File: src/sv/sorted_priority_queue_with_cursor_core_defines.svh
// ---------------------------------------------------------------------------
// Assertion macros for the sorted priority queue
// Shared concurrent assertion forms, compiled out with NO_ASSERTIONS.
// ---------------------------------------------------------------------------
`ifndef SORTED_PRIORITY_QUEUE_WITH_CURSOR_CORE_DEFINES_SVH
`define SORTED_PRIORITY_QUEUE_WITH_CURSOR_CORE_DEFINES_SVH

`ifndef NO_ASSERTIONS
`define SPQC_ASSERT_SAME(label, clk, rst_n, ante, cons) \
  label: assert property (@(posedge clk) disable iff (!rst_n) (ante) |-> (cons)) \
    else $error("spqc assertion failed");
`define SPQC_ASSERT_NEXT(label, clk, rst_n, ante, cons) \
  label: assert property (@(posedge clk) disable iff (!rst_n) (ante) |=> (cons)) \
    else $error("spqc assertion failed");
`else
`define SPQC_ASSERT_SAME(label, clk, rst_n, ante, cons)
`define SPQC_ASSERT_NEXT(label, clk, rst_n, ante, cons)
`endif

`endif

File: src/sv/spqc_pkg.sv
// ---------------------------------------------------------------------------
// Sorted priority queue package
// Word types, mode and status codes shared by the cells and the top level.
// ---------------------------------------------------------------------------
package spqc_pkg;

  localparam logic [1:0] MODE_PUSH  = 2'd0;
  localparam logic [1:0] MODE_POP   = 2'd1;
  localparam logic [1:0] MODE_FIRST = 2'd2;
  localparam logic [1:0] MODE_NEXT  = 2'd3;

  localparam logic [1:0] STATUS_OK   = 2'd0;
  localparam logic [1:0] STATUS_NONE = 2'd1;
  localparam logic [1:0] STATUS_FULL = 2'd2;

  typedef struct packed {
    logic [1:0]         mode;
    logic [15:0]        parent_value;
    logic [15:0]        slot_index;
    logic signed [31:0] weight;
  } in_word_t;

  typedef struct packed {
    logic [1:0]         status;
    logic [15:0]        out_parent;
    logic [15:0]        out_slot;
    logic signed [31:0] out_weight;
    logic               queue_empty;
    logic               browse_done;
    logic               single_entry;
  } out_word_t;

  typedef struct packed {
    logic [15:0]        parent;
    logic [15:0]        slot;
    logic signed [31:0] weight;
  } entry_t;

  typedef struct packed {
    logic   push_en;
    logic   pop_en;
    entry_t new_entry;
  } cell_ctrl_t;

endpackage

File: src/sv/sorted_priority_queue_with_cursor_core.sv
// ---------------------------------------------------------------------------
// Sorted priority queue with browse cursor
// A row of cells kept in ascending weight order, with a count and a cursor.
// ---------------------------------------------------------------------------
// The result word is registered, in the cycle after the input word is taken.
// Throughput: one word per cycle; push and pop shift the cell row at most once.
// A waiting result stalls the input only while the output is itself stalled.
// Reset clears the count, the cursor and the output valid flag.
// Cell contents are not reset and are read only below the count.
`include "sorted_priority_queue_with_cursor_core_defines.svh"

module sorted_priority_queue_with_cursor_core #(
  parameter int CAPACITY = 16
) (
  input  logic                 clk,
  input  logic                 rst_n,
  input  logic                 in_valid,
  output logic                 in_stall,
  input  spqc_pkg::in_word_t   in_data,
  output logic                 out_valid,
  input  logic                 out_stall,
  output spqc_pkg::out_word_t  out_data
);

  localparam int CNT_W = $clog2(CAPACITY + 1);

  logic [CNT_W-1:0]    count_r;
  logic [CNT_W-1:0]    count_nxt;
  logic [CNT_W-1:0]    bpos_r;
  logic [CNT_W-1:0]    bpos_nxt;
  logic                out_valid_r;
  logic                out_valid_nxt;
  spqc_pkg::out_word_t out_data_r;
  spqc_pkg::out_word_t out_data_nxt;

  logic                accept;
  logic                full;
  logic                empty;
  spqc_pkg::cell_ctrl_t ctrl;
  spqc_pkg::entry_t    cell_entry [CAPACITY];
  logic [CAPACITY-1:0] cell_lt;
  logic [CAPACITY-1:0] cell_sel;
  spqc_pkg::entry_t    cursor_entry;
  logic                cursor_lt;
  spqc_pkg::entry_t    new_entry;

  assign in_stall  = out_valid_r && out_stall;
  assign accept    = in_valid && !in_stall;
  assign full      = (count_r == CNT_W'(CAPACITY));
  assign empty     = (count_r == '0);
  assign out_valid = out_valid_r;
  assign out_data  = out_data_r;

  assign new_entry.parent = in_data.parent_value;
  assign new_entry.slot   = in_data.slot_index;
  assign new_entry.weight = in_data.weight;

  assign ctrl.push_en   = accept && (in_data.mode == spqc_pkg::MODE_PUSH) && !full;
  assign ctrl.pop_en    = accept && (in_data.mode == spqc_pkg::MODE_POP) && !empty;
  assign ctrl.new_entry = new_entry;

  for (genvar i = 0; i < CAPACITY; i++) begin : g_cell
    logic             occ;
    logic             lt_l;
    spqc_pkg::entry_t left_e;
    spqc_pkg::entry_t right_e;

    assign occ         = (CNT_W'(i) < count_r);
    assign cell_sel[i] = (CNT_W'(i) == bpos_r);

    if (i == 0) begin : g_first
      assign lt_l   = 1'b1;
      assign left_e = new_entry;
    end else begin : g_mid
      assign lt_l   = cell_lt[i-1];
      assign left_e = cell_entry[i-1];
    end

    if (i == CAPACITY - 1) begin : g_last
      assign right_e = cell_entry[i];
    end else begin : g_inner
      assign right_e = cell_entry[i+1];
    end

    spqc_cell u_cell (
      .clk         (clk),
      .ctrl        (ctrl),
      .occupied    (occ),
      .lt_left     (lt_l),
      .left_entry  (left_e),
      .right_entry (right_e),
      .entry       (cell_entry[i]),
      .lt          (cell_lt[i])
    );
  end

  always_comb begin
    cursor_entry = '0;
    for (int i = 0; i < CAPACITY; i++) begin
      cursor_entry = cursor_entry | (cell_sel[i] ? cell_entry[i] : '0);
    end
    cursor_lt = |(cell_sel & cell_lt);
  end

  always_comb begin
    logic [CNT_W-1:0] b;
    count_nxt    = count_r;
    bpos_nxt     = bpos_r;
    out_data_nxt = '0;
    b            = bpos_r;
    case (in_data.mode)
      spqc_pkg::MODE_PUSH: begin
        if (full) begin
          out_data_nxt.status = spqc_pkg::STATUS_FULL;
        end else begin
          count_nxt = count_r + 1'b1;
          if ((bpos_r >= count_r) || !cursor_lt) begin
            bpos_nxt = bpos_r + 1'b1;
          end
        end
      end
      spqc_pkg::MODE_POP: begin
        if (empty) begin
          out_data_nxt.status = spqc_pkg::STATUS_NONE;
        end else begin
          out_data_nxt.out_parent = cell_entry[0].parent;
          out_data_nxt.out_slot   = cell_entry[0].slot;
          out_data_nxt.out_weight = cell_entry[0].weight;
          count_nxt = count_r - 1'b1;
          if (bpos_r != '0) begin
            bpos_nxt = bpos_r - 1'b1;
          end
        end
      end
      default: begin
        if (in_data.mode == spqc_pkg::MODE_FIRST) begin
          b = '0;
        end
        if (b >= count_r) begin
          bpos_nxt            = count_r;
          out_data_nxt.status = spqc_pkg::STATUS_NONE;
        end else begin
          if (in_data.mode == spqc_pkg::MODE_FIRST) begin
            out_data_nxt.out_parent = cell_entry[0].parent;
            out_data_nxt.out_slot   = cell_entry[0].slot;
            out_data_nxt.out_weight = cell_entry[0].weight;
          end else begin
            out_data_nxt.out_parent = cursor_entry.parent;
            out_data_nxt.out_slot   = cursor_entry.slot;
            out_data_nxt.out_weight = cursor_entry.weight;
          end
          bpos_nxt = b + 1'b1;
        end
      end
    endcase
    out_data_nxt.queue_empty  = (count_nxt == '0);
    out_data_nxt.browse_done  = (bpos_nxt >= count_nxt);
    out_data_nxt.single_entry = (count_nxt == CNT_W'(1));
  end

  always_comb begin
    out_valid_nxt = out_valid_r;
    if (accept) begin
      out_valid_nxt = 1'b1;
    end else if (!out_stall) begin
      out_valid_nxt = 1'b0;
    end
  end

  always_ff @(posedge clk) begin
    if (!rst_n) begin
      count_r     <= '0;
      bpos_r      <= '0;
      out_valid_r <= 1'b0;
    end else begin
      out_valid_r <= out_valid_nxt;
      if (accept) begin
        count_r <= count_nxt;
        bpos_r  <= bpos_nxt;
      end
    end
  end

  always_ff @(posedge clk) begin
    if (accept) begin
      out_data_r <= out_data_nxt;
    end
  end

  `SPQC_ASSERT_SAME(a_count_bound, clk, rst_n, 1'b1, count_r <= CNT_W'(CAPACITY))
  `SPQC_ASSERT_SAME(a_cursor_bound, clk, rst_n, 1'b1, bpos_r <= count_r)
  `SPQC_ASSERT_NEXT(a_full_push_holds, clk, rst_n,
                    accept && (in_data.mode == spqc_pkg::MODE_PUSH) && full,
                    $stable(count_r) && (out_data_r.status == spqc_pkg::STATUS_FULL))
  `SPQC_ASSERT_NEXT(a_pop_shrinks, clk, rst_n, ctrl.pop_en,
                    count_r == $past(count_r) - 1'b1)

endmodule

File: src/sv/spqc_cell.sv
// ---------------------------------------------------------------------------
// Sorted queue cell
// Holds one entry; on a push it keeps, takes the new entry or takes its left
// neighbour's, and on a pop it takes its right neighbour's.
// ---------------------------------------------------------------------------
module spqc_cell (
  input  logic                clk,
  input  spqc_pkg::cell_ctrl_t ctrl,
  input  logic                occupied,
  input  logic                lt_left,
  input  spqc_pkg::entry_t    left_entry,
  input  spqc_pkg::entry_t    right_entry,
  output spqc_pkg::entry_t    entry,
  output logic                lt
);

  spqc_pkg::entry_t entry_r;
  spqc_pkg::entry_t entry_nxt;

  assign lt    = occupied && (entry_r.weight < ctrl.new_entry.weight);
  assign entry = entry_r;

  always_comb begin
    entry_nxt = entry_r;
    if (ctrl.push_en) begin
      if (lt) begin
        entry_nxt = entry_r;
      end else if (lt_left) begin
        entry_nxt = ctrl.new_entry;
      end else begin
        entry_nxt = left_entry;
      end
    end else if (ctrl.pop_en) begin
      entry_nxt = right_entry;
    end
  end

  always_ff @(posedge clk) begin
    entry_r <= entry_nxt;
  end

endmodule

File: config.mk
export PLATFORM = sky130hd
export DESIGN_NAME = sorted_priority_queue_with_cursor_core
export DESIGN_NICKNAME = d
export VERILOG_FILES = /design/src/sv/spqc_pkg.sv /design/src/sv/sorted_priority_queue_with_cursor_core.sv /design/src/sv/spqc_cell.sv
export VERILOG_INCLUDE_DIRS = /design/src /design/src/sv
export SDC_FILE = /design/constraint.sdc
export NUM_CORES = 2
export LEC_CHECK = 0
export BUFFER_PORTS_ARGS = -buffer_cell sky130_fd_sc_hd__buf_2
export CAP_MARGIN = 15
export CELL_PAD_IN_SITES_DETAIL_PLACEMENT = 1
export CELL_PAD_IN_SITES_GLOBAL_PLACEMENT = 1
export CORE_MARGIN = 5
export CORE_UTILIZATION = 40
export DETAILED_ROUTE_END_ITERATION = 7
export GPL_TIMING_DRIVEN = 1
export PLACE_DENSITY = 0.64
export SLEW_MARGIN = 20
export SYNTH_ARGS = -nofsm -noshare
export SYNTH_HDL_FRONTEND = slang
export SYNTH_HIERARCHICAL = 1
export SYNTH_SLANG_ARGS = --single-unit
File: constraint.sdc
create_clock -name clk -period 10.1 [get_ports clk]
set_clock_uncertainty 0.1 [all_clocks]
set_input_delay 0 -clock clk [delete_from_list [all_inputs] [get_ports clk]]
set_output_delay 0 -clock clk [all_outputs]
set_load 0.01 [all_outputs]
==> flow_summary_export.csv <==
group,metric,value,unit
yosys,syn_nets,8341,
job,max_cap_violations,0,
detailed_routing,postRouteAntennaNets,0,
die,core_area,188000,um^2
clock_network,cts_buffers,137,
die,start_util,40.3,%
critical_path,critPathLaunchType,"flip-flop",
detailed_routing,drc,0,
detailed_routing,drt_first_pass_iters,6,
detailed_routing,vias,68071,
yosys,synth_area,75800,um^2
clock_network,cts_tree,"built",
grt,grt_pass1_wl,513000,um
yosys,synth.yosys.seq_area_share,43.6,%
critical_path,worstPathArrival,7.00,ns
yosys,yosysWarningCount,6,
yosys,synth_ff_type,"edfxtp_1",
clock_network,h-tree-depth,4,
grt,grt_antenna_before_repair,22,
timing,hold_ws,0.113,ns
timing,layout_min_cycle_time,6.50,ns
final_layout,fill_cells,21057,
timing,tns,0,ns
critical_path,cp.required,10.60,ns
clock_network,cts_sinks,1104,
grt,grt_pass1_vias,66599,
final_layout,multi_input_area,39200,um^2
die,die_w,445,um
clock_network,cts_buffer_depth,3,
yosys,synthesis.instances,7750,
critical_path,critPathMaxFanout,31,
detailed_routing,avgViaCountPerCell,6.57,
detailed_routing,drt-initial-drc-count,8902,
yosys,syn_avg_cell_area,9.78,um^2
timing,rsz0062_at_grt,"no",
placement,gp_congestion,0.975,
placement,dp_hpwl,229000,um
grt,grt_util_met3,7.56,%
critical_path,critical_path_class,"reg2reg",
grt,grt_usage,36.0,%
grt,grt_max_degree,239,
clock_network,worstSkewPairLatency,0.85,ns
final_layout,syn2layout_area_growth,11.3,%
die,top_level_ports,141,
die,dieHeight,445,um
placement,io_buffers,140,
critical_path,end_kind,"flip-flop",
yosys,ys_types,96,
yosys,synth_seq_cells,1104,
final_layout,drive_above_1_share,7.68,%
grt,grtUsageMet1,47.1,%
timing,hold_violations,0,
yosys,synth_edf_count,1093,
timing,fmaxAchievable,154,MHz
hold_path,hold_path.class,"in2reg",
pwr,power.total,14.0,mW
timing,slew_violations,0,
final_layout,regArea,33100,um^2
pwr,p_leak,31.9,nW
yosys,synthArstFlopShare,0,%
timing,fin_crit_sh,64.3,%
clock_network,post_cts_buffers,0,
pwr,ir_drop,0.164,mV
placement,dp_cells,10032,
timing,worst_pin_slew,1.24,ns
detailed_routing,wl_per_cell,35.7,um
pwr,power_density,167,nW/um^2
grt,grt-ovfl-total,0,
final_layout,nNetsFinal,8340,
die,dieArea,198000,um^2
grt,met2_usage,56.3,%
placement,dp_slack,3.73,ns
timing,fin_ws,3.60,ns
timing,setup_violations,0,
clock_network,cts-root-buf,"clkbuf_16",
die,rows,159,
grt,busiest_layer,"met2",
clock_network,clkTransAtPathRegs,0.07,ns
timing,slew-limit-headroom,16.9,%
detailed_routing,wirelength,370000,um
run_status,status,"finished, final reports clean",
final_layout,final_cells,10359,
[cells in the mapped netlist (12+ instances only)]
cell type | n | area [um^2]
nor2_1 | 1229 | 4610
mux2i_1 | 1103 | 11000
clkbuf_1 | 258 | 968
a22oi_1 | 249 | 1870
a41oi_1 | 14 | 123
ha_1 | 521 | 6520
a21oi_1 | 1266 | 6340
o21ai_0 | 169 | 846
o211ai_1 | 39 | 293
nor4_1 | 19 | 119
a221oi_1 | 64 | 561
nand3_1 | 81 | 405
nor3b_2 | 14 | 175
inv_1 | 512 | 1920
buf_1 | 56 | 210
or3_1 | 14 | 87.6
a32o_1 | 15 | 150
edfxtp_1 | 1093 | 32800
o2bb2a_1 | 36 | 360
buf_6 | 15 | 169
a2bb2oi_1 | 12 | 105
a21o_2 | 14 | 123
nand2_1 | 305 | 1140
buf_2 | 162 | 811
nand4_1 | 67 | 419
o2111a_1 | 16 | 180
a22o_1 | 20 | 175
a222oi_1 | 36 | 360
o22ai_1 | 17 | 106
and3_2 | 14 | 105
nor3_1 | 22 | 110
a211oi_1 | 32 | 240
o21ai_1 | 47 | 235
[report_power, final]
part / switching (mW) / internal [mW] / leakage, nW / total, mW
logic: 2.23 / 0.981 / 19.6 / 3.21
registers: 0.326 / 5.43 / 10.2 / 5.75
clock network: 2.27 / 2.82 / 2.16 / 5.09
total: 4.82 / 9.22 / 31.9 / 14.0
[worst paths after layout]
check,start,endpoint,slack [ns],depth (start not counted)
setup / recovery,g_cell[5].u_cell/entry[12],out_data[1],3.60,21
hold / removal,rst_n,count_r[2],0.11,3
hold reg to reg,g_cell[0].u_cell/entry[56],out_data[59],0.53,1
setup reg to reg,g_cell[5].u_cell/entry[12],out_data[1],3.60,21
[flip-flops by register name, indices dropped and copies added, names as in the netlist]
signal,cells
g_cell.u_cell/entry,1024
out_valid,1
bpos_r,5
count_r,5
out_data,69
[cell type report]
cell class	count	area share, %
Multi-Input combinational cell	5635	46.4
Sequential cell	1104	39.2
Clock buffer	161	4.17
Tap cell	2495	3.70
Timing Repair Buffer	357	3.09
Inverter	514	2.30
Clock inverter	78	1.12
Antenna cell	15	0.0445
[cells in the final DEF (no fill, tap or decap), types with 64 or more instances in the layout]
cell and count:
a21oi_1 1266, a221oi_1 64, a22oi_1 249, buf_2 140
buf_4 136, clkbuf_16 137, dlygate4sd3_1 73, edfxtp_1 1093
ha_1 520, inv_1 511, mux2i_1 1101, nand2_1 302
nand3_1 81, nand4_1 67, nor2_1 1226, o21ai_0 168
[worst max-delay path, stage by stage (launching register included)]
cell and delay (ns):
edfxtp_1 0.50, ha_1 0.33, nand2_1 0.14, nor4_1 0.88, a32o_1 0.62, o2111a_1 0.26, or3_1 0.18, and3_4 0.88
mux2i_1 0.17, o22ai_1 0.16, a21oi_1 0.07, a311o_1 0.51, nand2_4 0.17, mux2_2 0.16, o21ai_1 0.06, ha_1 0.30
nand2b_1 0.14, a21o_1 0.18, a21oi_1 0.15, nor2b_1 0.06, o21ai_0 0.15, nand2b_1 0.07
[per-layer routing]
| layer | part of all wire, % | wire length, um |
|---|---|---|
| met5 | 0.032 | 117 |
| met2 | 45 | 165000 |
| met1 | 40 | 146000 |
| met3 | 9.9 | 36600 |
| met4 | 6.0 | 22200 |
[per-stage QoR]
stage	util (%)	cell area, um^2
global placement	42.0	79100
CTS	44.8	84300
detailed placement	42.0	79100
finish	44.8	84400
floorplan	-	75800
global route	44.8	84300
[logic make-up after synthesis]
logic type               count (synthesis)  share of synthesized area (%)
AO/OA/AOI/OAI                         2161                           17.3
AND/OR/NAND/NOR                       1831                           10.2
multiplexers                          1114                           14.7
flip-flops                            1104                           43.6
buffers and inverters                 1011                           5.45
adder cells (fa/ha/maj)                521                           8.60
XOR/XNOR                                 7                         0.0809
other                                    1                        0.00495
[timing repair]
action | in CTS | in global routing
hold endpoints to repair | 1067 | 0
resized for setup | 0 | 0
hold buffers | 73 | 0
Note: power is estimated with default switching activity, not from simulation.
